$ cat src/rtl/stp_pkg.sv
// ----------------------------------------------------------------------------
// stp_pkg
// Shared constants and types for the stereo two-pole resonant filter.
// ----------------------------------------------------------------------------
package stp_pkg;

	// default parameter values
	localparam int SAMPLE_BITS_DEF    = 16;
	localparam int GAIN_FRAC_BITS_DEF = 16;

	// fixed number formats
	localparam int STAGE_BITS      = 32;  // stage value, signed, saturating
	localparam int STATE_FRAC_BITS = 8;   // fraction bits of a stage value
	localparam int FB_INT_BITS     = 7;   // integer bits of the feedback factor

	// the wide multiplier operand is taken in two chunks
	localparam int CHUNK_BITS = 24;
	localparam int OPND_BITS  = 2 * CHUNK_BITS;

	// configuration register indexes
	localparam int CFG_IDX_BITS = 3;
	localparam logic [CFG_IDX_BITS-1:0] REG_MODE        = 3'd0;
	localparam logic [CFG_IDX_BITS-1:0] REG_LEFT_GAIN   = 3'd1;
	localparam logic [CFG_IDX_BITS-1:0] REG_RIGHT_GAIN  = 3'd2;
	localparam logic [CFG_IDX_BITS-1:0] REG_LEFT_FB     = 3'd3;
	localparam logic [CFG_IDX_BITS-1:0] REG_RIGHT_FB    = 3'd4;

	// control of the shared multiply-accumulate unit
	typedef struct packed {
		logic issue;   // start a product this cycle
		logic hi;      // product uses the upper chunk, weight 2^CHUNK_BITS
		logic clear;   // zero the accumulator
	} mac_ctrl_t;

endpackage

$ cat src/rtl/stp_mac.sv
// ----------------------------------------------------------------------------
// stp_mac
// Shared multiply-accumulate unit: unsigned coefficient times a signed chunk,
// product registered, then added into the accumulator at chunk weight.
// ----------------------------------------------------------------------------
module stp_mac #(
	parameter int COEF_BITS = stp_pkg::GAIN_FRAC_BITS_DEF + stp_pkg::FB_INT_BITS,
	parameter int ACC_BITS  = stp_pkg::GAIN_FRAC_BITS_DEF + stp_pkg::STAGE_BITS
		+ stp_pkg::FB_INT_BITS + 3
) (
	input  logic                                 clk,
	input  logic                                 arst_n,
	input  stp_pkg::mac_ctrl_t                   ctrl,
	input  logic [COEF_BITS-1:0]                 coef,
	input  logic signed [stp_pkg::CHUNK_BITS:0]  chunk,
	output logic signed [ACC_BITS-1:0]           acc
);
	localparam int PROD_BITS = COEF_BITS + stp_pkg::CHUNK_BITS + 2;

	logic signed [PROD_BITS-1:0] prod_s1;
	logic                        vld_s1;
	logic                        hi_s1;
	logic signed [ACC_BITS-1:0]  acc_q;
	logic signed [ACC_BITS-1:0]  addend;

	always_ff @(posedge clk or negedge arst_n) begin
		if (!arst_n) begin
			vld_s1 <= 1'b0;
			hi_s1  <= 1'b0;
		end else begin
			vld_s1 <= ctrl.issue;
			hi_s1  <= ctrl.hi;
		end
	end

	assign addend = hi_s1 ? (ACC_BITS'(prod_s1) <<< stp_pkg::CHUNK_BITS) : ACC_BITS'(prod_s1);

	always_ff @(posedge clk) begin
		prod_s1 <= $signed({1'b0, coef}) * chunk;
		if (ctrl.clear) begin
			acc_q <= '0;
		end else if (vld_s1) begin
			acc_q <= acc_q + addend;
		end
	end

	assign acc = acc_q;
endmodule

$ cat config.mk
export PLATFORM = sky130hd
export DESIGN_NAME = stp_mac
export DESIGN_NICKNAME = d
export VERILOG_FILES = /design/src/rtl/stp_pkg.sv /design/src/rtl/stp_mac.sv
export SDC_FILE = /design/constraint.sdc
export NUM_CORES = 2
export LEC_CHECK = 0
export ABC_CLOCK_PERIOD_IN_PS = 9700
export BUFFER_PORTS_ARGS = -buffer_cell sky130_fd_sc_hd__buf_4
export CAP_MARGIN = 25
export CORE_ASPECT_RATIO = 0.9
export CORE_MARGIN = 5
export CORE_UTILIZATION = 45
export CTS_BUF_LIST = sky130_fd_sc_hd__clkbuf_2 sky130_fd_sc_hd__clkbuf_4 sky130_fd_sc_hd__clkbuf_8
export DETAILED_ROUTE_END_ITERATION = 7
export GPL_ROUTABILITY_DRIVEN = 0
export SLEW_MARGIN = 10
export SYNTH_ARGS = -nofsm -noshare
export SYNTH_HDL_FRONTEND = slang
export SYNTH_SLANG_ARGS = --single-unit
$ cat constraint.sdc
create_clock -name clk -period 9.7 [get_ports clk]
set_input_delay 0.97 -clock clk [delete_from_list [all_inputs] [get_ports clk]]
set_output_delay 0.97 -clock clk [all_outputs]
set_load 0.01 [all_outputs]
==> key figures <==
Run status
  – Status: complete, no violations

Floorplan
  – I/O pin total: around 110
  – Core area: around 0.064 sq mm
  – Starting Density: 0.4522
  – Die Y: 250.1 um
  – Die X: about 280 um
  – # rows: 88
  – DIE AREA: 0.06923 sq mm

Clocking
  – Postcts setup bufs: 0
  – CTS tree: built
  – Post_cts resized: 0
  – Number of hold-repair buffers added at the cts stage: 0
  – Clock Path Buffers: 2
  – Number of clock sinks: approximately 110
  – Worst skew pair latency: 0.40 ns
  – H-tree levels: 3
  – Total CTS buffers: 9
  – Clock Root Buffer: clkbuf_8
  – Clock transition at the registers of the reported paths: 0.11 ns

Setup path
  – Critical-path top delay cell: fa_1
  – Critical path data required time: 9.98 ns
  – CP Buf/Inv Count: 7
  – Critical path launch point type: primary input
  – CP Class: in -> reg
  – Most used cell, CP: fa_1
  – R2R setup slack: 5.57 ns
  – Setup crit start: chunk[24]
  – Crit Reg-Reg Startpoint: hi_s1$_DFF_PN0_
  – Crit path arrival time: slightly above 8 ns
  – Critical path capture point type: flop
  – Largest delay share family, worst path: adder cells
  – Endpoint of the lowest-slack register-to-register path: acc[46]$_SDFFE_PP0P_
  – CP peak stage delay: roughly 0.8 ns
  – Worst R2R Path Depth: 15
  – CP max FO: 23

Synthesis
  – Mapped Nets: slightly above 4000
  – Cell taking the most area after synthesis: fa_1
  – Number of flops mapped to enable cells by yosys: 0
  – Post-synth cell types: 87
  – Syn avg cell area: between 8 and 9 sq um
  – Sequential area share after synthesis: 0.07604
  – Most used DFF post-synth: dfxtp_1
  – Yosys Warn Count: 0
  – Synth top area share: 0.4202
  – Largest cells by area after synthesis: fa_1 (42%), inv_1 (9.0%), and2_1 (8.7%)
  – Synth async-reset ratio: 0.01835
  – Synthesized area: roughly 0.029 sq mm
  – Synth Register Bits: 109
  – Mapped Cells: 3205

Run
  – Max-Cap Viols: 0

Route
  – Antenna Violating Nets Remaining: 0
  – First DRT Iteration DRCs: 1116
  – Drt drc: 0
  – Via count: 21130
  – Wirelength per Cell: 18.20 um
  – Via/cell ratio: 5.233
  – Final WL: 73.46 mm
  – DRT Pass-1 Iters: 5

Timing
  – Fmax: 0.1265 GHz
  – Setup tns final: 0 ns
  – Clk_skew: approximately 0.011 ns
  – Max-slew headroom: 0.4297
  – Max Transition Viols Final: 0
  – Hold_ws: about 0.33 ns
  – Final period utilization: 0.8152
  – Unrepaired setup endpoints after global routing: false
  – Least-Margin Pin Slew: roughly 0.86 ns
  – Minimum clock period: between 7 and 8 ns
  – Final setup viols: 0
  – Final hold viol count: 0

Global routing
  – First-pass GRT wire length: 123.8 mm
  – Largest net degree at the start of global routing: 80
  – Vias in the first global route: 23400
  – Total GRT Usage: 0.2191
  – Initial antenna violation count: 2
  – Global route overflow: 0

Placed design
  – I/O Buffers: between 100 and 150
  – Hpwl dp: 61.00 mm

Cells and area
  – Most common cell after layout, fill and taps aside: inv_1
  – Syn-to-layout area delta: 5.400%
  – Filler Cells Inserted: 6047
  – Layout cells sized above 1: 0.06036
  – Fin nets: 4026
  – Most used cells in the layout excluding fill and tap cells: inv_1 (692), fa_1 (605), and2_1 (402)

Hold path
  – HP Class: in -> async
## worst max-delay path by stage
stage,slack (ns),endpoint,cells after the start
floorplan,1.98,prod_s1[48]$_DFF_P_,26
CTS,1.82,prod_s1[48]$_DFF_P_,26
global route,1.37,prod_s1[48]$_DFF_P_,26
finish,1.79,prod_s1[48]$_DFF_P_,26
global placement,1.51,prod_s1[48]$_DFF_P_,26
detailed placement,1.41,prod_s1[48]$_DFF_P_,26
## sequential cells by signal (all words and copies together) (netlist names)
signal and flops:
acc 58, prod_s1 49, hi_s1 1, vld_s1 1
## synthesized netlist by cell type (4+ instances only)
| cell | number |
|---|---|
| a21oi_2 | 4 |
| nand4_1 | 14 |
| nor3_1 | 21 |
| nor3b_1 | 10 |
| o31a_1 | 4 |
| a31o_2 | 4 |
| mux2_2 | 24 |
| o21bai_1 | 21 |
| a21o_1 | 67 |
| and3_1 | 15 |
| xnor2_1 | 60 |
| a21oi_1 | 97 |
| clkbuf_2 | 4 |
| o22ai_1 | 6 |
| o21ai_1 | 10 |
| nor2_1 | 102 |
| buf_2 | 5 |
| nand3b_1 | 4 |
| o21a_1 | 11 |
| nor4b_1 | 4 |
| inv_1 | 692 |
| nand2_1 | 262 |
| o21ai_0 | 46 |
| a31oi_1 | 13 |
| and2_1 | 402 |
| o21ai_2 | 4 |
| xor2_1 | 34 |
| and4_1 | 4 |
| dfxtp_1 | 107 |
| ha_1 | 191 |
| mux2i_1 | 37 |
| a211oi_1 | 11 |
| fa_1 | 605 |
| o211ai_1 | 5 |
| nand3_1 | 22 |
| nand2b_1 | 23 |
| a211o_1 | 5 |
| clkbuf_1 | 136 |
| buf_1 | 9 |
| nor2b_1 | 36 |
## area by class of cell
class                   instances  area, sq um  share of cell area
repair buffers                115        875.8             0.02883
diodes                          1        2.502          0.00008236
inverters                     692         2597             0.08549
well taps                     855         1070             0.03521
clock inverters                 6        71.32            0.002347
flip-flops and latches        109         2195             0.07223
multi-input cells            2250        23450              0.7717
clock buffers                   9        123.9            0.004077
## logic make-up after synthesis
| kind of cell | Yosys count | synth area share |
|---|---|---|
| compound gates | 355 | 0.08455 |
| xor+xnor | 94 | 0.02856 |
| fa+ha+maj | 796 | 0.5031 |
| buf+inv | 846 | 0.1106 |
| flops | 109 | 0.07604 |
| mux | 62 | 0.02300 |
| simple gates | 943 | 0.1742 |
## through the flow
step / util / setup WS (ns) / instance area, sq um / instances
final: 0.4766 / 1.792 / 30380 / 4037
after global placement: 0.4732 / 1.511 / 30170 / 4020
after detailed placement: 0.4732 / 1.406 / 30170 / 4020
after CTS: 0.4762 / 1.815 / 30360 / 4035
after global routing: 0.4765 / 1.366 / 30380 / 4036
after floorplan: - / 1.977 / 28830 / 3205
## layer usage
metal	track usage	vias up	wire [um]
li1	-	9660	-
met1	0.2871	10820	30680
met2	0.3909	525	37080
met3	0.02255	118	3385
met4	0.05792	0	2312
met5	0	-	0
Power is left out: the tool's default activity adds up to more than one toggle a clock period on the data nets, which glitch-free logic cannot reach.
